## config.mk

```make
export PLATFORM = sky130hd
export DESIGN_NAME = utf8_chunk_flush_latin1_fallback
export DESIGN_NICKNAME = d
export VERILOG_FILES = /design/src/design/u8flf_pkg.sv /design/src/design/u8flf_ram.sv /design/src/design/u8flf_front.sv /design/src/design/u8flf_back.sv /design/src/design/utf8_chunk_flush_latin1_fallback.sv
export VERILOG_INCLUDE_DIRS = /design/src /design/src/design
export SDC_FILE = /design/constraint.sdc
export NUM_CORES = 1
export LEC_CHECK = 0
export BUFFER_PORTS_ARGS = -buffer_cell sky130_fd_sc_hd__buf_4
export CAP_MARGIN = 20
export CORE_ASPECT_RATIO = 1.1
export CORE_MARGIN = 2
export CORE_UTILIZATION = 40
export CTS_CLUSTER_SIZE = 28
export DETAILED_ROUTE_END_ITERATION = 10
export PLACE_DENSITY_LB_ADDON = 0.1
export SLEW_MARGIN = 20
export SYNTH_ARGS = -nofsm -noshare
export SYNTH_HDL_FRONTEND = slang
export SYNTH_SLANG_ARGS = --single-unit
```

## constraint.sdc

```tcl
create_clock -name aclk -period 11.9 [get_ports aclk]
set_input_delay 1.19 -clock aclk [delete_from_list [all_inputs] [get_ports aclk]]
set_output_delay 1.19 -clock aclk [all_outputs]
set_load 0.005 [all_outputs]
```

## src/design/assert_macros.svh

```systemverilog
// Assertion macros shared by the RTL. They compile away in synthesis.
`ifndef ASSERT_MACROS_SVH
`define ASSERT_MACROS_SVH
`ifndef SYNTHESIS
// Same-cycle implication, disabled while reset is low
`define U8_ASSERT_IMP(label, clk, rst_n, ante, cons) \
    label: assert property (@(posedge clk) disable iff (!rst_n) (ante) |-> (cons)) \
        else $error("u8flf: assertion failed");
// Next-cycle implication, disabled while reset is low
`define U8_ASSERT_NXT(label, clk, rst_n, ante, cons) \
    label: assert property (@(posedge clk) disable iff (!rst_n) (ante) |=> (cons)) \
        else $error("u8flf: assertion failed");
`else
`define U8_ASSERT_IMP(label, clk, rst_n, ante, cons)
`define U8_ASSERT_NXT(label, clk, rst_n, ante, cons)
`endif
`endif

```

## src/design/u8flf_pkg.sv

```systemverilog
`timescale 1ns / 1ps

package u8flf_pkg;

    // Byte store geometry: at most BUF_DEPTH-1 bytes are held
    localparam int BUF_DEPTH = 64;
    localparam int ADDR_W    = $clog2(BUF_DEPTH);
    localparam int CNT_W     = ADDR_W;
    localparam int KEPT_W    = 6;

    // Command queue between front and back
    localparam int QUEUE_DEPTH = 4;
    localparam int QPTR_W      = $clog2(QUEUE_DEPTH);

    // Mode codes of an input word
    localparam logic MODE_APPEND = 1'b0;
    localparam logic MODE_POLL   = 1'b1;

    // UTF-8 byte classes
    localparam logic [7:0] ASCII_LIMIT = 8'h80;
    localparam logic [7:0] CONT_MASK   = 8'hC0;
    localparam logic [7:0] CONT_TAG    = 8'h80;
    localparam logic [7:0] LEAD2_MASK  = 8'hE0;
    localparam logic [7:0] LEAD2_TAG   = 8'hC0;
    localparam logic [7:0] LEAD3_MASK  = 8'hF0;
    localparam logic [7:0] LEAD3_TAG   = 8'hE0;
    localparam logic [7:0] LEAD4_MASK  = 8'hF8;
    localparam logic [7:0] LEAD4_TAG   = 8'hF0;
    localparam logic [7:0] LEAD2_MIN   = 8'hC2;
    localparam logic [7:0] LEAD_LIMIT  = 8'hF5;
    localparam logic [7:0] LOW6_MASK   = 8'h3F;

    // No-boundary flush kicks in this close to full
    localparam int NEAR_FULL = 4;

    typedef struct packed {
        logic       mode;
        logic [7:0] data_byte;
    } in_word_t;

    typedef struct packed {
        logic [7:0]        out_first;
        logic [7:0]        out_second;
        logic              two_bytes;
        logic              reencoded;
        logic              last;
        logic [KEPT_W-1:0] kept_count;
    } out_word_t;

    // Classified command handed from front to back
    typedef struct packed {
        logic       is_poll;
        logic [7:0] data_byte;
    } cmd_t;

    // Ring pointer add; both operands are below BUF_DEPTH
    function automatic logic [ADDR_W-1:0] ptr_add(input logic [ADDR_W-1:0] a,
                                                   input logic [ADDR_W-1:0] b);
        logic [ADDR_W:0] s;
        s = {1'b0, a} + {1'b0, b};
        if (s >= (ADDR_W + 1)'(BUF_DEPTH)) begin
            s = s - (ADDR_W + 1)'(BUF_DEPTH);
        end
        return s[ADDR_W-1:0];
    endfunction

    function automatic logic is_cont(input logic [7:0] c);
        return (c & CONT_MASK) == CONT_TAG;
    endfunction

    // Sequence length implied by a lead byte; bad leads count as one
    function automatic logic [2:0] seq_len(input logic [7:0] c);
        logic [2:0] n;
        if (c < ASCII_LIMIT) begin
            n = 3'd1;
        end else if ((c & LEAD2_MASK) == LEAD2_TAG) begin
            n = 3'd2;
        end else if ((c & LEAD3_MASK) == LEAD3_TAG) begin
            n = 3'd3;
        end else if ((c & LEAD4_MASK) == LEAD4_TAG) begin
            n = 3'd4;
        end else begin
            n = 3'd1;
        end
        return n;
    endfunction

endpackage

```

## src/design/u8flf_ram.sv

```systemverilog
`timescale 1ns / 1ps

// Simple dual-port RAM, one write and one registered read per cycle
module u8flf_ram #(
    parameter int WIDTH = 8,
    parameter int DEPTH = 64,
    localparam int AW   = $clog2(DEPTH)
) (
    input  logic             aclk,
    input  logic             we,
    input  logic [AW-1:0]    wr_addr,
    input  logic [WIDTH-1:0] wr_data,
    input  logic             re,
    input  logic [AW-1:0]    rd_addr,
    output logic [WIDTH-1:0] rd_data
);

    logic [WIDTH-1:0] mem_reg [DEPTH];
    logic [WIDTH-1:0] rd_data_reg;

    always_ff @(posedge aclk) begin
        if (we) begin
            mem_reg[wr_addr] <= wr_data;
        end
        if (re) begin
            rd_data_reg <= mem_reg[rd_addr];
        end
    end

    assign rd_data = rd_data_reg;

endmodule

```

## src/design/u8flf_front.sv

```systemverilog
`timescale 1ns / 1ps
`include "assert_macros.svh"

// Front end: takes input words, classifies them and queues commands
module u8flf_front (
    input  logic                aclk,
    input  logic                aresetn,
    input  logic                s_valid,
    output logic                s_ready,
    input  u8flf_pkg::in_word_t s_word,
    output logic                cmd_valid,
    input  logic                cmd_ready,
    output u8flf_pkg::cmd_t     cmd
);

    u8flf_pkg::cmd_t                 queue_reg [u8flf_pkg::QUEUE_DEPTH];
    u8flf_pkg::cmd_t                 cmd_in;
    logic [u8flf_pkg::QPTR_W-1:0]    wr_ptr_reg, wr_ptr_next;
    logic [u8flf_pkg::QPTR_W-1:0]    rd_ptr_reg, rd_ptr_next;
    logic [u8flf_pkg::QPTR_W:0]      count_reg, count_next;
    logic                            push, pop;

    // Classify: poll or append
    always_comb begin
        cmd_in.is_poll   = (s_word.mode == u8flf_pkg::MODE_POLL);
        cmd_in.data_byte = s_word.data_byte;
    end

    assign s_ready   = (count_reg != (u8flf_pkg::QPTR_W + 1)'(u8flf_pkg::QUEUE_DEPTH));
    assign cmd_valid = (count_reg != '0);
    assign push      = s_valid && s_ready;
    assign pop       = cmd_valid && cmd_ready;
    assign cmd       = queue_reg[rd_ptr_reg];

    // Queue pointers and occupancy
    always_comb begin
        wr_ptr_next = wr_ptr_reg;
        rd_ptr_next = rd_ptr_reg;
        count_next  = count_reg;
        if (push) begin
            wr_ptr_next = wr_ptr_reg + u8flf_pkg::QPTR_W'(1);
        end
        if (pop) begin
            rd_ptr_next = rd_ptr_reg + u8flf_pkg::QPTR_W'(1);
        end
        if (push && !pop) begin
            count_next = count_reg + (u8flf_pkg::QPTR_W + 1)'(1);
        end else if (pop && !push) begin
            count_next = count_reg - (u8flf_pkg::QPTR_W + 1)'(1);
        end
    end

    always_ff @(posedge aclk) begin
        if (!aresetn) begin
            wr_ptr_reg <= '0;
            rd_ptr_reg <= '0;
            count_reg  <= '0;
        end else begin
            wr_ptr_reg <= wr_ptr_next;
            rd_ptr_reg <= rd_ptr_next;
            count_reg  <= count_next;
        end
    end

    // Queue storage
    always_ff @(posedge aclk) begin
        if (push) begin
            queue_reg[wr_ptr_reg] <= cmd_in;
        end
    end

    `U8_ASSERT_NXT(a_q_push_grows, aclk, aresetn, push && !pop, count_reg == $past(count_reg) + (u8flf_pkg::QPTR_W + 1)'(1))
    `U8_ASSERT_NXT(a_q_pop_shrinks, aclk, aresetn, pop && !push, count_reg == $past(count_reg) - (u8flf_pkg::QPTR_W + 1)'(1))

endmodule

```

## src/design/u8flf_back.sv

```systemverilog
`timescale 1ns / 1ps
`include "assert_macros.svh"

// Back end: owns the byte ring, runs appends and the three poll walks
module u8flf_back (
    input  logic                 aclk,
    input  logic                 aresetn,
    input  logic                 cmd_valid,
    output logic                 cmd_ready,
    input  u8flf_pkg::cmd_t      cmd,
    output logic                 m_valid,
    input  logic                 m_ready,
    output u8flf_pkg::out_word_t m_word
);

    localparam logic [2:0] ST_IDLE     = 3'd0;
    localparam logic [2:0] ST_SCAN_RD  = 3'd1;
    localparam logic [2:0] ST_SCAN_CHK = 3'd2;
    localparam logic [2:0] ST_VAL_RD   = 3'd3;
    localparam logic [2:0] ST_VAL_CHK  = 3'd4;
    localparam logic [2:0] ST_EMIT_RD  = 3'd5;
    localparam logic [2:0] ST_EMIT_OUT = 3'd6;

    localparam int CW = u8flf_pkg::CNT_W;

    logic [2:0]                     state_reg, state_next;
    logic [u8flf_pkg::ADDR_W-1:0]   head_reg, head_next;
    logic [CW-1:0]                  fill_reg, fill_next;
    logic [CW-1:0]                  idx_reg, idx_next;
    logic [CW-1:0]                  safe_reg, safe_next;
    logic [1:0]                     extra_reg, extra_next;
    logic                           valid_reg, valid_next;
    logic                           m_valid_reg, m_valid_next;
    u8flf_pkg::out_word_t           out_reg, out_next;
    logic                           out_load;

    logic                           ram_we, ram_re;
    logic [u8flf_pkg::ADDR_W-1:0]   ram_waddr, ram_raddr;
    logic [7:0]                     ram_rdata;

    logic [CW-1:0]                  idx_m1;
    logic [CW:0]                    idx_p1;
    logic [CW:0]                    lead_end;
    logic [CW:0]                    near_sum;
    logic [CW-1:0]                  safe_cand;
    logic [CW-1:0]                  safe_fin;
    logic                           scan_done;
    logic                           bad;
    logic [1:0]                     ext;
    logic                           expand;
    logic [7:0]                     c;

    u8flf_ram #(
        .WIDTH (8),
        .DEPTH (u8flf_pkg::BUF_DEPTH)
    ) u_store (
        .aclk    (aclk),
        .we      (ram_we),
        .wr_addr (ram_waddr),
        .wr_data (cmd.data_byte),
        .re      (ram_re),
        .rd_addr (ram_raddr),
        .rd_data (ram_rdata)
    );

    assign idx_m1    = idx_reg - CW'(1);
    assign idx_p1    = {1'b0, idx_reg} + (CW + 1)'(1);
    assign c         = ram_rdata;
    assign ram_waddr = u8flf_pkg::ptr_add(head_reg, fill_reg);
    assign ram_raddr = u8flf_pkg::ptr_add(head_reg,
                                          (state_reg == ST_SCAN_RD) ? idx_m1 : idx_reg);
    assign cmd_ready = (state_reg == ST_IDLE);
    assign m_valid   = m_valid_reg;
    assign m_word    = out_reg;

    // Sequencer
    always_comb begin
        state_next   = state_reg;
        head_next    = head_reg;
        fill_next    = fill_reg;
        idx_next     = idx_reg;
        safe_next    = safe_reg;
        extra_next   = extra_reg;
        valid_next   = valid_reg;
        m_valid_next = m_valid_reg && !m_ready;
        out_next     = out_reg;
        out_load     = 1'b0;
        ram_we       = 1'b0;
        ram_re       = 1'b0;
        scan_done    = 1'b0;
        safe_cand    = '0;
        bad          = 1'b0;
        ext          = extra_reg;
        lead_end     = {1'b0, idx_m1} + (CW + 1)'(u8flf_pkg::seq_len(c));
        near_sum     = {1'b0, fill_reg} + (CW + 1)'(u8flf_pkg::NEAR_FULL);
        expand       = !valid_reg && c[7];

        case (state_reg)
            ST_IDLE: begin
                if (cmd_valid) begin
                    if (cmd.is_poll) begin
                        if (fill_reg != '0) begin
                            idx_next   = fill_reg;
                            state_next = ST_SCAN_RD;
                        end
                    end else if (fill_reg != CW'(u8flf_pkg::BUF_DEPTH - 1)) begin
                        ram_we    = 1'b1;
                        fill_next = fill_reg + CW'(1);
                    end
                end
            end

            ST_SCAN_RD: begin
                ram_re     = 1'b1;
                state_next = ST_SCAN_CHK;
            end

            // Walk back over trailing continuation bytes to the last lead
            ST_SCAN_CHK: begin
                if (u8flf_pkg::is_cont(c)) begin
                    if (idx_m1 == '0) begin
                        scan_done = 1'b1;
                    end else begin
                        idx_next   = idx_m1;
                        state_next = ST_SCAN_RD;
                    end
                end else begin
                    scan_done = 1'b1;
                    safe_cand = (lead_end <= {1'b0, fill_reg}) ? fill_reg : idx_m1;
                end
            end

            ST_VAL_RD: begin
                ram_re     = 1'b1;
                state_next = ST_VAL_CHK;
            end

            // Strict UTF-8 check, one byte per visit
            ST_VAL_CHK: begin
                if (extra_reg != 2'd0) begin
                    if (!u8flf_pkg::is_cont(c)) begin
                        bad = 1'b1;
                    end else begin
                        ext = extra_reg - 2'd1;
                    end
                end else if (c < u8flf_pkg::ASCII_LIMIT) begin
                    ext = 2'd0;
                end else if (c < u8flf_pkg::LEAD2_MIN) begin
                    bad = 1'b1;
                end else if (c < u8flf_pkg::LEAD3_TAG) begin
                    ext = 2'd1;
                end else if (c < u8flf_pkg::LEAD4_TAG) begin
                    ext = 2'd2;
                end else if (c < u8flf_pkg::LEAD_LIMIT) begin
                    ext = 2'd3;
                end else begin
                    bad = 1'b1;
                end

                if (bad) begin
                    valid_next = 1'b0;
                    idx_next   = '0;
                    state_next = ST_EMIT_RD;
                end else if (idx_p1 == {1'b0, safe_reg}) begin
                    valid_next = (ext == 2'd0);
                    idx_next   = '0;
                    state_next = ST_EMIT_RD;
                end else begin
                    extra_next = ext;
                    idx_next   = idx_p1[CW-1:0];
                    state_next = ST_VAL_RD;
                end
            end

            ST_EMIT_RD: begin
                ram_re     = 1'b1;
                state_next = ST_EMIT_OUT;
            end

            // Emit one word, re-encoding from Latin-1 when the chunk failed
            ST_EMIT_OUT: begin
                if (!m_valid_reg || m_ready) begin
                    out_load           = 1'b1;
                    m_valid_next       = 1'b1;
                    out_next.out_first = expand
                        ? (u8flf_pkg::LEAD2_TAG | {6'd0, c[7:6]}) : c;
                    out_next.out_second = expand
                        ? (u8flf_pkg::CONT_TAG | (c & u8flf_pkg::LOW6_MASK)) : 8'd0;
                    out_next.two_bytes  = expand;
                    out_next.reencoded  = !valid_reg;
                    out_next.last       = (idx_p1 == {1'b0, safe_reg});
                    out_next.kept_count = u8flf_pkg::KEPT_W'(fill_reg - safe_reg);
                    if (idx_p1 == {1'b0, safe_reg}) begin
                        head_next  = u8flf_pkg::ptr_add(head_reg, safe_reg);
                        fill_next  = fill_reg - safe_reg;
                        state_next = ST_IDLE;
                    end else begin
                        idx_next   = idx_p1[CW-1:0];
                        state_next = ST_EMIT_RD;
                    end
                end
            end

            default: begin
                state_next = ST_IDLE;
            end
        endcase

        // Boundary search finished: apply the near-full fallback
        safe_fin = safe_cand;
        if (safe_cand == '0 && near_sum >= (CW + 1)'(u8flf_pkg::BUF_DEPTH)) begin
            safe_fin = fill_reg;
        end
        if (scan_done) begin
            if (safe_fin == '0) begin
                state_next = ST_IDLE;
            end else begin
                safe_next  = safe_fin;
                idx_next   = '0;
                extra_next = 2'd0;
                valid_next = 1'b1;
                state_next = ST_VAL_RD;
            end
        end
    end

    always_ff @(posedge aclk) begin
        if (!aresetn) begin
            state_reg   <= ST_IDLE;
            head_reg    <= '0;
            fill_reg    <= '0;
            m_valid_reg <= 1'b0;
        end else begin
            state_reg   <= state_next;
            head_reg    <= head_next;
            fill_reg    <= fill_next;
            m_valid_reg <= m_valid_next;
        end
    end

    // Walk and output payload
    always_ff @(posedge aclk) begin
        idx_reg   <= idx_next;
        safe_reg  <= safe_next;
        extra_reg <= extra_next;
        valid_reg <= valid_next;
        if (out_load) begin
            out_reg <= out_next;
        end
    end

    `U8_ASSERT_IMP(a_we_only_append, aclk, aresetn, ram_we, state_reg == ST_IDLE && !cmd.is_poll)
    `U8_ASSERT_NXT(a_last_ends_flush, aclk, aresetn, out_load && out_next.last, state_reg == ST_IDLE)
    `U8_ASSERT_NXT(a_empty_poll_idle, aclk, aresetn, cmd_valid && cmd_ready && cmd.is_poll && fill_reg == '0, state_reg == ST_IDLE)
    `U8_ASSERT_IMP(a_emit_in_range, aclk, aresetn, state_reg == ST_EMIT_OUT, idx_reg < safe_reg)

endmodule

```

## src/design/utf8_chunk_flush_latin1_fallback.sv

```systemverilog
`timescale 1ns / 1ps

// UTF-8 chunk flusher with Latin-1 fallback. Append words (mode 0) store one
// byte in a 64-entry ring, at most 63 held, extras dropped; the executor takes
// each append without leaving idle, so a steady byte stream is accepted one word
// per clock until the 4-word command queue absorbing a poll's busy time fills.
// A poll (mode 1) makes up to three walks, one after another, over the single
// read port of the byte RAM: a backward scan over trailing continuation bytes
// to the last lead byte, a forward strict-UTF-8 check over the flushed prefix
// (stopping at the first error), and the emit walk, which produces one result
// word per flushed byte and stalls while the output register is held. An
// invalid chunk comes out re-encoded from Latin-1; last marks the final word
// and kept_count gives the bytes left behind. No clearing pass is needed after
// reset.
module utf8_chunk_flush_latin1_fallback (
    input  logic                 aclk,
    input  logic                 aresetn,
    input  logic                 s_valid,
    output logic                 s_ready,
    input  u8flf_pkg::in_word_t  s_word,
    output logic                 m_valid,
    input  logic                 m_ready,
    output u8flf_pkg::out_word_t m_word
);

    logic            cmd_valid;
    logic            cmd_ready;
    u8flf_pkg::cmd_t cmd;

    u8flf_front u_front (
        .aclk      (aclk),
        .aresetn   (aresetn),
        .s_valid   (s_valid),
        .s_ready   (s_ready),
        .s_word    (s_word),
        .cmd_valid (cmd_valid),
        .cmd_ready (cmd_ready),
        .cmd       (cmd)
    );

    u8flf_back u_back (
        .aclk      (aclk),
        .aresetn   (aresetn),
        .cmd_valid (cmd_valid),
        .cmd_ready (cmd_ready),
        .cmd       (cmd),
        .m_valid   (m_valid),
        .m_ready   (m_ready),
        .m_word    (m_word)
    );

endmodule

```

Word level (Yosys, flattened, before mapping)
Memories as Yosys holds them, arrays and structs flattened. A register that Yosys moved wholly into a read port is not among the register bits.
Index checks and enable logic that the tools add are counted.
{"block": "word_totals", "ramBits": 548, "wordCells": 192, "input_bits": 13, "rom_bits": 0, "memories": 2, "out_inout_bits": 27, "latch_bits": 0, "register_bits": 63}
{"block": "classes", "n_div": 0, "order_cmp": 10, "reduce_logical": 29, "mux": 90, "n_eq_ne": 24, "n_mul": 0, "bitwise": 1, "n_shift": 0, "add_sub_neg": 17}
{"memory": "u_back.u_store.mem_reg", "depth": 64, "word_bits": 8, "rd": 1, "rd_ports_with_merged_regs": 1, "wr": 1, "line_no": "u8flf_ram.sv:18", "text": "logic [WIDTH-1:0] mem_reg [DEPTH];"}
{"memory": "u_front.queue_reg", "depth": 4, "word_bits": 9, "rd": 1, "rd_ports_with_merged_regs": 1, "wr": 1, "line_no": "u8flf_front.sv:16", "text": "u8flf_pkg::cmd_t queue_reg [u8flf_pkg::QUEUE_DEPTH];"}
{"cell": "$mux 6", "n": 24}
{"cell": "$mux 3", "n": 16}
{"cell": "$lt 8x8->1 const B", "n": 5}
{"cell": "$mux 2", "n": 17}
{"cell": "$mux 1", "n": 29}
{"cell": "$ge 7x7->1 const B", "n": 4}
{"cell": "$pmux 6 s4", "n": 1}
{"cell": "$sub 6x1->6 const B", "n": 4}
{"cell": "$add 6x6->7", "n": 3}
{"cell": "$pmux 3 s7", "n": 1}
{"cell": "$logic_not 6->1", "n": 3}
{"cell": "$eq 3x3->1 const B", "n": 4}
{"cell": "$ne 3x1->1 const B", "n": 4}
{"cell": "$pmux 6 s2", "n": 1}
{"cell": "$reduce_and 6->1", "n": 2}
{"cell": "$mux 8", "n": 1}
{"cell": "$ne 2x1->1 const B", "n": 4}
{"cell": "$add 6x1->7 const B", "n": 1}
{"cell": "$add 6x3->7", "n": 1}
{"cell": "$add 6x3->7 const B", "n": 1}
{"cell": "$eq 7x6->1", "n": 1}
{"cell": "$le 7x6->1", "n": 1}
{"cell": "$logic_and 1x1->1", "n": 7}
{"cell": "$add 6x1->6 const B", "n": 1}
{"cell": "other kinds (25)", "n": 35}

Logic depth before layout (Yosys ltp)
Gate-level depths: netlist (run 1).
{"block": "depth", "ltp_word": 16, "ltp_mapped": 19, "depth_no_buf": 17}

By module
A second synthesis (run 1) with hierarchy kept.
{"block": "unflattened", "cells_unflattened": 1527, "area_unflattened_um2": 26450.4}
{"module": "u8flf_ram", "instances": 1, "area_per_inst_um2": 20246.9, "cells_each": 940, "seq_area_each_um2": 15615.0}
{"module": "u8flf_back", "instances": 1, "area_per_inst_um2": 4404.2, "cells_each": 492, "seq_area_each_um2": 1371.3}
{"module": "u8flf_front", "instances": 1, "area_per_inst_um2": 1799.2, "cells_each": 95, "seq_area_each_um2": 1261.2}

Least setup slack after synthesis (run 1)
OpenSTA, ideal clock, no wires.
{"block": "synth_path", "path_type": "register to register", "start": "register u_back.u_store.rd_data_reg[6], in the netlist u_back.u_store.rd_data[6], read port of u_back.u_store.mem_reg", "end": "register u_back.safe_reg[0] (enable)", "synth_period_minus_slack_ns": 3.897, "path_stages_with_launch": 19, "arrival_ns": 3.597, "setup_slack_ns": 8.003, "path_cell_list": "edfxtp_1 > clkbuf_1 > nand2_1 > nor3_1 > a31oi_1 > ha_1 > inv_1 > fa_1 > nor2b_1 > o21ai_0 > xnor2_1 > ha_1 > nand3_1 > a21oi_1 > a2111oi_0 > or2_2 > o311a_1 > o21a_1 > buf_6"}
{"block": "synth_via", "elab_chain_len": 16, "word_cells_on_any_way": 22}
{"element": "start: declaration", "line_no": "u8flf_ram.sv:19", "text": "logic [WIDTH-1:0] rd_data_reg;"}
{"element": "$eq 5x5->1", "line_no": "u8flf_pkg.sv:80", "text": "end else if ((c & LEAD4_MASK) == LEAD4_TAG) begin"}
{"element": "$mux 3", "line_no": "u8flf_pkg.sv:80"}
{"element": "$mux 3", "line_no": "u8flf_pkg.sv:78", "text": "end else if ((c & LEAD3_MASK) == LEAD3_TAG) begin"}
{"element": "$mux 3", "line_no": "u8flf_pkg.sv:76", "text": "end else if ((c & LEAD2_MASK) == LEAD2_TAG) begin"}
{"element": "$mux 3", "line_no": "u8flf_pkg.sv:74", "text": "if (c < ASCII_LIMIT) begin"}
{"element": "$add 6x3->7", "line_no": "u8flf_back.sv:94", "text": "lead_end = {1'b0, idx_m1} + (CW + 1)'(u8flf_pkg::seq_len(c));"}
{"element": "$le 7x6->1", "line_no": "u8flf_back.sv:129", "text": "safe_cand = (lead_end <= {1'b0, fill_reg}) ? fill_reg : idx_m1;"}
{"element": "$mux 6", "line_no": "u8flf_back.sv:129"}
{"element": "$mux 6", "line_no": "u8flf_back.sv:120", "text": "if (u8flf_pkg::is_cont(c)) begin"}
{"element": "$mux 6", "line_no": "u8flf_back.sv:98", "text": "case (state_reg)"}
{"element": "$logic_not 6->1", "line_no": "u8flf_back.sv:211", "text": "if (safe_cand == '0 && near_sum >= (CW + 1)'(u8flf_pkg::BUF_DEPTH)) begin"}
{"element": "$logic_and 1x1->1", "line_no": "u8flf_back.sv:211"}
{"element": "$mux 6", "line_no": "u8flf_back.sv:211"}
{"element": "$logic_not 6->1", "line_no": "u8flf_back.sv:215", "text": "if (safe_fin == '0) begin"}
{"element": "$not 1->1 (no source line)"}
{"element": "$reduce_and 2->1 (no source line) (*)"}
{"element": "end signal: assignment", "line_no": "u8flf_back.sv:244", "text": "safe_reg <= safe_next;"}
{"element": "end: declaration", "line_no": "u8flf_back.sv:30", "text": "logic [CW-1:0] safe_reg, safe_next;"}
Mark *: on every way between the ends. The rest lies on a longest branch, timed or not.
A chain may end at the register's enable or synchronous reset.

Worst setup path after layout (run 1)
{"block": "layout_path", "start": "register u_back.idx_reg[0]", "end": "register u_back.u_store.rd_data_reg[6], in the netlist u_back.u_store.rd_data[6], read port of u_back.u_store.mem_reg, data pin"}
{"block": "layout_via", "elab_chain_len": 5, "word_cells_on_any_way": 6}
{"element": "start: declaration", "line_no": "u8flf_back.sv:29", "text": "logic [CW-1:0] idx_reg, idx_next;"}
{"element": "start signal: assignment", "line_no": "u8flf_back.sv:243", "text": "idx_reg <= idx_next;"}
{"element": "$sub 6x1->6", "line_no": "u8flf_back.sv:66", "text": "assign idx_m1 = idx_reg - CW'(1);"}
{"element": "$mux 6 (*)", "line_no": "u8flf_back.sv:71", "text": "(state_reg == ST_SCAN_RD) ? idx_m1 : idx_reg);"}
{"element": "$add 6x6->7 (*)", "line_no": "u8flf_pkg.sv:60", "text": "s = {1'b0, a} + {1'b0, b};"}
{"element": "$sub 6x1->6 / $ge 7x7->1 (equally long branches)", "line_no": "u8flf_pkg.sv:62, u8flf_pkg.sv:61"}
{"element": "$mux 6 (*)", "line_no": "u8flf_pkg.sv:61", "text": "if (s >= (ADDR_W + 1)'(BUF_DEPTH)) begin"}
Marked as above.

==> flow_summary.json, run 1 <==
{
  "status": "complete, no violations",
  "slew_viol_final": 0,
  "die_area_mm2": 0.0672,
  "rsz0062_at_grt": "no",
  "drive_gt1_share_pct": 23.5,
  "antenna_found_initial": 7,
  "startpoint_type": "flop",
  "place.detailed.hpwl_um": 39600,
  "fmax_ghz": 0.184,
  "rows": 98,
  "power.internal_uw": 5210,
  "clkPwrFrac_pct": 27.0,
  "grt_pass1_vias": 13637,
  "worstSetupEndpointType": "flop",
  "grt_busiest_layer": "met2",
  "grt_max_degree": 65,
  "fill_cells": 5535,
  "power_uw": 7790,
  "grt_overflow_total": 0,
  "grt_usage_pct": 19.6,
  "pre_cts_slack_ns": 6.51,
  "num_vias": 13130,
  "antenna_left": 0,
  "fp.coreArea_mm2": 0.0647,
  "start_util_pct": 40.3,
  "power_density_mw_per_mm2": 263,
  "ys.flop_type": "edfxtp_1",
  "syn2layout_area_growth_pct": 13.6,
  "grtUsageMet2_pct": 33.0,
  "cp_max_fo": 56,
  "hold_buffers": 0,
  "ys_warn_count": 0,
  "use_met1_pct": 25.4,
  "cts_tree": "yes",
  "clock_path_buffers": 3,
  "setup_tns_ns": 0,
  "post-route-util_pct": 45.7,
  "ys_ff_latch": 619,
  "required_ns": 12.22,
  "seqPwrFrac_pct": 36.5,
  "p_leak_uw": 0.00962,
  "hp-class": "reg2reg",
  "async_reset_ff_share_pct": 0,
  "synth_area_mm2": 0.0261,
  "synth_cell_types": 68,
  "place_area_mm2": 0.0274,
  "synth_edf_count": 585,
  "cts_buffers": 68,
  "htree_levels": 3,
  "crit_type": "reg2reg",
  "final.period_utilization_pct": 45.8,
  "cp.arrival_ns": 5.77,
  "timing.final.ws_setup_ns": 6.45,
  "die_h_um": 272,
  "pin_count": 40,
  "cts.sinks": 619,
  "drt_first_pass_iters": 5,
  "root_buffer": "clkbuf_16",
  "ys_seq_area_share_pct": 70.0,
  "vias_per_cell": 5.49,
  "stdcell_area_mm2": 0.0296,
  "layout_min_cycle_time_ns": 5.45,
  "synth_area_per_cell_um2": 18.4,
  "p_sw_uw": 2580,
  "clock_latency_ns": 0.60,
  "drc_errors": 0,
  "finalClockSkew_ns": 0.0160,
  "wl_per_cell_um": 26.8,
  "setup_viol": 0,
  "power_frac_comb_pct": 36.5,
  "post_cts_buffers": 0,
  "gp_congestion": 0.835,
  "largest_register_ffs": 512,
  "clkTransAtPathRegs_ns": 0.06,
  "slew_headroom_pct": 24.5,
  "grt_pass1_wl_um": 93900,
  "syn_inst": 1417,
  "drt_wl_total_um": 64200,
  "swShare_pct": 33.1,
  "nets": 1555,
  "cts_resized": 0,
  "synth_nets": 1477,
  "place.port_buffers": 38,
  "grt.met3_usage_pct": 3.41,
  "fp.dieW_um": 247,
  "dr.first_iter.drc_count": 848,
  "max-vdd-ir-drop_mv": 0.143,
  "final_hold_viol_count": 0,
  "worst_pin_slew_ns": 1.13,
  "maxCapViolCount": 0
}
[cell families after synthesis]
group	count (synthesis)	share of synthesized area (%)
AND/OR/NAND/NOR	253	4.72
multiplexers	185	15.2
XOR/XNOR	50	1.68
flip-flops	619	70.0
other	1	0.0144
AO/OA/AOI/OAI	150	3.85
adder cells (fa/ha/maj)	47	2.43
buffers and inverters	112	2.07
[final timing paths]
check | startpoint | end | slack, ns | cells after the start
setup / recovery | u_back.idx_reg[0] | u_back.u_store.rd_data[6] | 6.45 | 10
hold / removal | u_back.valid_reg | u_back.m_word[7] | 0.49 | 1
setup reg to reg | u_back.idx_reg[0] | u_back.u_store.rd_data[6] | 6.45 | 10
hold reg to reg | u_back.valid_reg | u_back.m_word[7] | 0.49 | 1
[layout by cell type (no fill, tap or decap), drive strengths merged, types with 4 or more instances in the layout]
cell type | netlist | layout
edfxtp | 585 | 585
mux4 | 169 | 169
nor2 | 106 | 106
clkbuf | 21 | 88
buf | 47 | 76
inv | 44 | 47
a21oi | 45 | 45
ha | 41 | 41
nand2 | 38 | 38
dfxtp | 34 | 34
xnor2 | 33 | 33
o21ai | 26 | 26
nor2b | 24 | 24
clkinv | 0 | 19
xor2 | 17 | 17
nand3 | 16 | 16
mux2i | 15 | 15
nor3 | 13 | 13
a211oi | 12 | 12
and3 | 11 | 11
a21o | 10 | 10
and2 | 9 | 9
o211ai | 8 | 8
nand2b | 7 | 7
o31ai | 7 | 7
bufinv | 0 | 7
or2 | 7 | 7
or3 | 6 | 6
fa | 6 | 6
a31oi | 5 | 5
nor3b | 5 | 5
o21bai | 4 | 4
o221ai | 4 | 4
[metal layers]
metal  up-vias  wire (um)
met3       109       3080
met4         6       1750
met1      6864      26600
met2       310      32700
met5         -         76
li1       5841          -
[synthesized netlist by cell type, types with 3 or more instances]
| library cell | count | area, um2 |
|---|---|---|
| mux4_2 | 169 | 3810 |
| and2_1 | 9 | 56.3 |
| clkbuf_1 | 21 | 78.8 |
| a21oi_1 | 45 | 225 |
| or3_1 | 5 | 31.3 |
| buf_4 | 8 | 60.1 |
| edfxtp_1 | 585 | 17600 |
| ha_1 | 41 | 513 |
| buf_1 | 3 | 11.3 |
| nor2b_1 | 24 | 150 |
| inv_1 | 44 | 165 |
| nand2_1 | 38 | 143 |
| xnor2_1 | 33 | 289 |
| nand3_1 | 16 | 80.1 |
| o22ai_1 | 3 | 18.8 |
| o21ai_0 | 23 | 115 |
| a31oi_1 | 5 | 31.3 |
| o21ai_1 | 3 | 15.0 |
| nand2b_1 | 7 | 43.8 |
| nor3b_1 | 4 | 30.0 |
| a222oi_1 | 3 | 30.0 |
| mux2i_1 | 15 | 150 |
| o221ai_1 | 3 | 26.3 |
| fa_1 | 6 | 120 |
| dfxtp_1 | 34 | 681 |
| o31ai_1 | 7 | 52.6 |
| xor2_1 | 17 | 149 |
| o21bai_1 | 4 | 30.0 |
| buf_6 | 7 | 78.8 |
| nor3_1 | 13 | 65.1 |
| buf_2 | 29 | 145 |
| o211ai_1 | 8 | 60.1 |
| or2_2 | 4 | 25.0 |
| a211oi_1 | 12 | 90.1 |
| nor2_1 | 105 | 394 |
| o21a_1 | 3 | 22.5 |
| a21o_1 | 10 | 75.1 |
| and3_1 | 11 | 68.8 |
[worst max-delay path, cell delays in order, from the launching register on]
cell and delay [ns]:
dfxtp_1 0.63, inv_1 0.22, ha_1 0.47, a21oi_1 0.22, inv_1 0.09, fa_4 1.10, buf_4 0.77, mux4_2 0.45
mux4_2 0.56, mux2i_1 0.45, a21oi_1 0.14
[per-stage QoR]
step,hold WS [ns],instances
after floorplan,0.441,1417
after global placement,0.478,2271
after detailed placement,0.476,2274
after CTS,0.489,2391
after global routing,0.515,2392
final,0.489,2393
[final cells by class]
cell class,count,area (um2),share of cell area [%]
repair buffers,76,594,2.01
well taps,850,1060,3.59
flip-flops and latches,619,18200,61.6
diodes,1,2.50,0.00845
clock buffers,88,1880,6.36
inverters,44,165,0.558
clock inverters,29,322,1.09
multi-input cells,686,7330,24.8
[power by group through the flow]
| stage | logic [uW] | registers [uW] | clock network (uW) |
|---|---|---|---|
| after floorplan | 2040 | 2820 | 0 |
| after global placement | 2890 | 2890 | 0 |
| after detailed placement | 2900 | 2900 | 0 |
| after CTS | 2910 | 2850 | 2150 |
| after global routing | 3070 | 2860 | 2240 |
| final | 2840 | 2850 | 2100 |
No activity file was read; power rests on OpenSTA's default activity.
==> run 2: changes to the inputs <==
Settings changed: ABC_AREA set to 1.
Clock period 11.9 ns to 5.4 ns, I/O delays scaled along.
==> run 2 against run 1 <==
Compared with the run above: first-iteration DRC count rose by 60%; clock skew grew 0.0077 ns; maximum frequency is 18% higher; count of clock-buffer cells in the layout decreased by 6; clock power rose by 110%; critical endpoint is now u_back.u_store.rd_data[4]; highest routed layer is now met4.
==> flow_summary.json, run 2 <==
{
  "cp.arrival_ns": 4.99,
  "start_util_pct": 40.3,
  "ys_ff_latch": 619,
  "power.internal_uw": 11800,
  "fmax_ghz": 0.217,
  "gp_congestion": 0.921,
  "r2r_slack_ns": 0.80,
  "drt_wl_total_um": 71000,
  "p_sw_uw": 8920,
  "rows": 99,
  "drt_first_pass_iters": 7,
  "layout_min_cycle_time_ns": 4.60,
  "clock_path_buffers": 3,
  "fill_cells": 5988,
  "synth_most_common_cell": "edfxtp_1",
  "worst_pin_slew_ns": 1.14,
  "synth_commonest_cells": "585 x edfxtp_1, 424 x nor2_1, 195 x nand2_1",
  "place.detailed.hpwl_um": 42500,
  "grt_pass1_vias": 16939,
  "crit_path_end": "u_back.u_store.rd_data[4]",
  "slew_headroom_pct": 24.2,
  "startpoint_type": "flop",
  "dp.cells": 2982,
  "power_frac_comb_pct": 46.5,
  "synth_top_area_share_pct": 66.1,
  "fp.coreArea_mm2": 0.0660,
  "num_vias": 17135,
  "final_common_cell": "edfxtp_1",
  "antenna_found_initial": 0,
  "seq_area_mm2": 0.0182,
  "rsz0062_at_grt": "no",
  "place_area_mm2": 0.0280,
  "grt_pass1_wl_um": 108000,
  "maxCapViolCount": 0,
  "cts_buffers": 66,
  "synth_edf_count": 585,
  "yosysTopAreaCell": "edfxtp_1",
  "drc_errors": 0,
  "route.layer.met1.wl_um": 30900,
  "power_uw": 20800,
  "grt_usage_pct": 20.9,
  "dr.first_iter.drc_count": 1360,
  "wl_met2_um": 34500,
  "r2r_end": "u_back.u_store.rd_data[4]",
  "stdcell_area_mm2": 0.0301,
  "die_h_um": 274,
  "clock_latency_ns": 0.59,
  "power_density_mw_per_mm2": 690,
  "async_reset_ff_share_pct": 0,
  "synth_nets": 2228,
  "ys.flop_type": "edfxtp_1",
  "wl_met3_um": 3590,
  "cts_resized": 0,
  "final_hold_viol_count": 0,
  "vias_per_cell": 5.53,
  "pin_count": 40,
  "place.port_buffers": 38,
  "ys_seq_area_share_pct": 68.6,
  "ys_warn_count": 0,
  "hp-class": "in2reg",
  "cp_max_fo": 50,
  "synth_area_per_cell_um2": 12.3,
  "slew_viol_final": 0,
  "finalClockSkew_ns": 0.0238,
  "drive_gt1_share_pct": 9.51,
  "r2r_start": "u_back.state_reg[0]",
  "max-vdd-ir-drop_mv": 0.688,
  "required_ns": 5.79,
  "nets": 2252,
  "antenna_left": 0,
  "p_leak_uw": 0.0103,
  "post_cts_buffers": 0,
  "cts.sinks": 619,
  "wl_per_cell_um": 22.9,
  "crit_start": "u_back.state_reg[0]",
  "finalNonFillerCells": 3098,
  "seqPwrFrac_pct": 32.0,
  "grt_overflow_total": 0,
  "hold_buffers": 0,
  "largest_register_ffs": 512,
  "swShare_pct": 43.0,
  "syn2layout_area_growth_pct": 13.2,
  "setup_viol": 0,
  "grt_max_degree": 155,
  "multi_input_area_mm2": 0.00764,
  "htree_levels": 3,
  "n_antenna_cell": 0,
  "cts_tree": "yes",
  "top_layer_used": "met4",
  "root_buffer": "clkbuf_16",
  "die_area_mm2": 0.0685,
  "clkPwrFrac_pct": 21.5,
  "mostFrequentLayoutCells": "585 x edfxtp_1, 423 x nor2_1, 195 x nand2_1",
  "final.period_utilization_pct": 85.3,
  "fp.dieW_um": 250,
  "status": "complete, no violations",
  "crit_type": "reg2reg",
  "synth_cell_types": 52,
  "clkTransAtPathRegs_ns": 0.06,
  "ys_top_cells_by_area": "edfxtp_1 66%, nor2_1 6.0%, o21ai_0 3.5%",
  "post-route-util_pct": 45.6,
  "r2r.worst_path.cells": 16,
  "synth_area_mm2": 0.0266,
  "syn_inst": 2168,
  "worstSetupEndpointType": "flop",
  "setup_tns_ns": 0
}
## run 2: changes by cell type after synthesis, sizes merged, moves of 49 or more
cell	before	now
inv	44	106
o32ai	1	64
mux4	169	0
nand3	16	95
nand2	38	202
nor2	106	433
mux2i	15	64
o21ai	26	189
o221ai	4	64
clkbuf	21	84
## run 2: power by group through the flow
stage	Sequential (uW)	Combinational, uW	Clock, uW
final	6640	9650	4470
after global routing	6670	10700	4760
after CTS	6640	9720	4570
after detailed placement	6740	9690	0
after global placement	6740	9580	0
after floorplan	6690	6210	0
## run 2: routing by layer
| layer | vias up | GRT usage [%] |
|---|---|---|
| met5 | - | 0 |
| met4 | 0 | 7.28 |
| met3 | 118 | 2.93 |
| met2 | 476 | 34.9 |
| met1 | 8552 | 28.0 |
| li1 | 7989 | - |
## run 2: layout make-up
type,instances,area share (%)
Sequential cell,619,60.7
Clock buffer,82,5.86
Timing Repair Buffer,70,2.04
Clock inverter,34,1.13
Tap cell,858,3.57
Multi-Input combinational cell,1329,25.4
Inverter,106,1.36
## run 2: cells by family (layout without fill, tap and decap cells)
family / after synthesis / count (layout) / synth area share [%]
flops: 619 / 619 / 68.6
mux: 64 / 64 / 2.41
other cells: 1 / 1 / 0.0141
fa+ha+maj: 47 / 47 / 2.38
xor+xnor: 35 / 35 / 1.22
compound gates: 413 / 413 / 10.1
simple gates: 769 / 769 / 12.0
buf+inv: 220 / 292 / 3.25
## run 2: how the worst min path moves through the flow
stage	start	end	slack, ns	depth (start not counted)
final	s_word[1]	u_front.queue_reg[0][1]	0.15	1
after detailed placement	u_front.rd_ptr_reg[1]	u_front.rd_ptr_reg[1]	0.45	2
after floorplan	u_front.rd_ptr_reg[1]	flop	0.44	2
after global placement	u_front.rd_ptr_reg[1]	u_front.rd_ptr_reg[1]	0.45	2
after global routing	s_word[4]	u_front.queue_reg[1][4]	0.13	1
after CTS	s_word[1]	u_front.queue_reg[0][1]	0.11	1
## run 2: stage by stage
stage                     worst slack [ns]  hold slack [ns]
after floorplan                       1.38            0.436
after global placement               0.826            0.450
after detailed placement             0.800            0.453
after CTS                            0.767            0.113
after global routing                 0.378            0.127
final                                0.796            0.145
## run 2: critical path: stages (launching register included)
cell and delay [ns]:
dfxtp_1 0.32, inv_1 0.13, nor3_1 0.35, inv_1 0.25, o21ai_0 0.40, inv_1 0.13, fa_4 1.17, buf_12 0.30
buf_4 0.27, o21ai_0 0.13, o32ai_1 0.19, nand2_1 0.09, nand2_1 0.06, nor2_1 0.04, nor2_1 0.11, a221oi_1 0.13
a31oi_1 0.30
==> run 3: changes to the inputs <==
Settings changed: CORE_UTILIZATION 40 to 55.
==> run 3 against run 2 <==
Compared with the run above: non-clock buffer count grew 3; clock power shrank 5.8%; routed wire length shrank 7.7%; critical path depth grew 15; via count grew 0.61%; die area shrank 27%; critical path type unchanged; critical endpoint is now u_back.safe_reg[5]; largest power group unchanged.
==> flow_summary.json, run 3 (same netlist as run 2, synthesis figures left out) <==
{
  "status": "complete, no violations",
  "fp.dieW_um": 214,
  "grt.met3_usage_pct": 3.84,
  "drt_first_pass_iters": 5,
  "grt_max_degree": 91,
  "drc_errors": 0,
  "pre_cts_slack_ns": 0.528,
  "grtUsageMet2_pct": 44.1,
  "wl_per_cell_um": 22.7,
  "dr.first_iter.drc_count": 1704,
  "grt_pass1_wl_um": 99700,
  "startpoint_type": "flop",
  "layout_min_cycle_time_ns": 4.95,
  "die_h_um": 235,
  "final_hold_viol_count": 0,
  "cts.sinks": 619,
  "crit_start": "u_back.u_store.rd_data[6]",
  "die_area_mm2": 0.0501,
  "rsz0062_at_grt": "no",
  "drt_wl_total_um": 65500,
  "slew_headroom_pct": 36.7,
  "pin_count": 40,
  "vias_per_cell": 5.98,
  "cts_buffers": 61,
  "grt_overflow_total": 0,
  "crit_type": "reg2reg",
  "post_cts_buffers": 0,
  "root_buffer": "clkbuf_16",
  "place_area_mm2": 0.0278,
  "mostFrequentLayoutCells": "585 x edfxtp_1, 423 x nor2_1, 195 x nand2_1",
  "clock_path_buffers": 3,
  "final_common_cell": "edfxtp_1",
  "fp.coreArea_mm2": 0.0478,
  "num_vias": 17239,
  "critPathBufInv": 6,
  "antenna_left": 0,
  "drive_gt1_share_pct": 9.65,
  "cts_resized": 0,
  "antenna_found_initial": 0,
  "r2r_start": "u_back.u_store.rd_data[6]",
  "cts_tree": "yes",
  "timing.hold.ws_ns": 0.111,
  "timing.final.ws_setup_ns": 0.452,
  "stdcell_area_mm2": 0.0298,
  "grt_usage_pct": 26.6,
  "grt_pass1_vias": 16863,
  "place.port_buffers": 38,
  "nets": 2250,
  "start_util_pct": 55.6,
  "crit_top_cell": "nand2_1",
  "finalClockSkew_ns": 0.0204,
  "hold_start": "s_word[3]",
  "hold_buffers": 0,
  "critPathMaxStageDelay_ns": 0.54,
  "clkTransAtPathRegs_ns": 0.06,
  "gp_congestion": 0.907,
  "hp-class": "in2reg",
  "maxCapViolCount": 0,
  "power_density_mw_per_mm2": 685,
  "worstSetupEndpointType": "flop",
  "clock_latency_ns": 0.63,
  "n_antenna_cell": 0,
  "p_leak_uw": 0.0103,
  "dp.cells": 2772,
  "required_ns": 5.72,
  "max-vdd-ir-drop_mv": 0.457,
  "setup_tns_ns": 0,
  "cp_max_fo": 12,
  "cp.arrival_ns": 5.27,
  "rows": 84,
  "fmax_ghz": 0.202,
  "slew_viol_final": 0,
  "htree_levels": 2,
  "place.detailed.hpwl_um": 40400,
  "worst_pin_slew_ns": 0.947,
  "crit_family": "simple AND/OR/NAND/NOR gates",
  "setup_viol": 0,
  "use_met1_pct": 35.9,
  "syn2layout_area_growth_pct": 12.1,
  "largest_register_ffs": 512,
  "grt_busiest_layer": "met2",
  "finalNonFillerCells": 2883,
  "slowest_stage": "edfxtp_1",
  "final.period_utilization_pct": 91.6
}
[run 3: cell count changes in the layout (fill, tap and decap cells not counted), sizes merged]
| cell | change |
|---|---|
| bufinv | -2 |
| clkinvlp | +2 |
| inv | -1 |
| clkbuf | +4 |
| buf | +3 |
| clkinv | -8 |
[run 3: layer usage]
metal	part of all wire [%]	vias to the layer above
met3	6.2	119
met2	49	606
li1	-	7983
met1	42	8531
met5	0	-
met4	3.2	0
[run 3: where the power goes]
part	total [uW]	switching, uW	internal [uW]
logic	9510	6650	2870
registers	6680	260	6420
clock network	4210	1740	2470
total	20400	8650	11800
[run 3: stage by stage]
step | power [uW] | utilization (%)
floorplan | 12900 | -
global placement | 16100 | 58.1
detailed placement | 16300 | 58.1
CTS | 20400 | 62.3
global route | 21600 | 62.3
finish | 20400 | 62.3
[run 3: path summary, 6_finish.rpt]
check                            end  slack (ns)  cells after the start
max               u_back.safe_reg[5]        0.45                     31
min          u_front.queue_reg[0][3]        0.11                      1
max reg2reg       u_back.safe_reg[5]        0.45                     31
min reg2reg    u_front.rd_ptr_reg[0]        0.48                      1
[run 3: worst reg2reg max path: cells and delay by family, from the launching register on]
family          cells  cell delay (ns)
buf+inv             6             0.47
xor+xnor            1             0.17
flops               1             0.54
simple gates       18             1.90
compound gates      3             0.60
fa+ha+maj           3             0.96
[run 3: cell type report]
type	instances	area, um2
Sequential cell	619	18200
Fill cell	3693	18000
Multi-Input combinational cell	1329	7640
Clock buffer	86	1740
Tap cell	645	807
Timing Repair Buffer	73	698
Inverter	106	408
Clock inverter	25	258
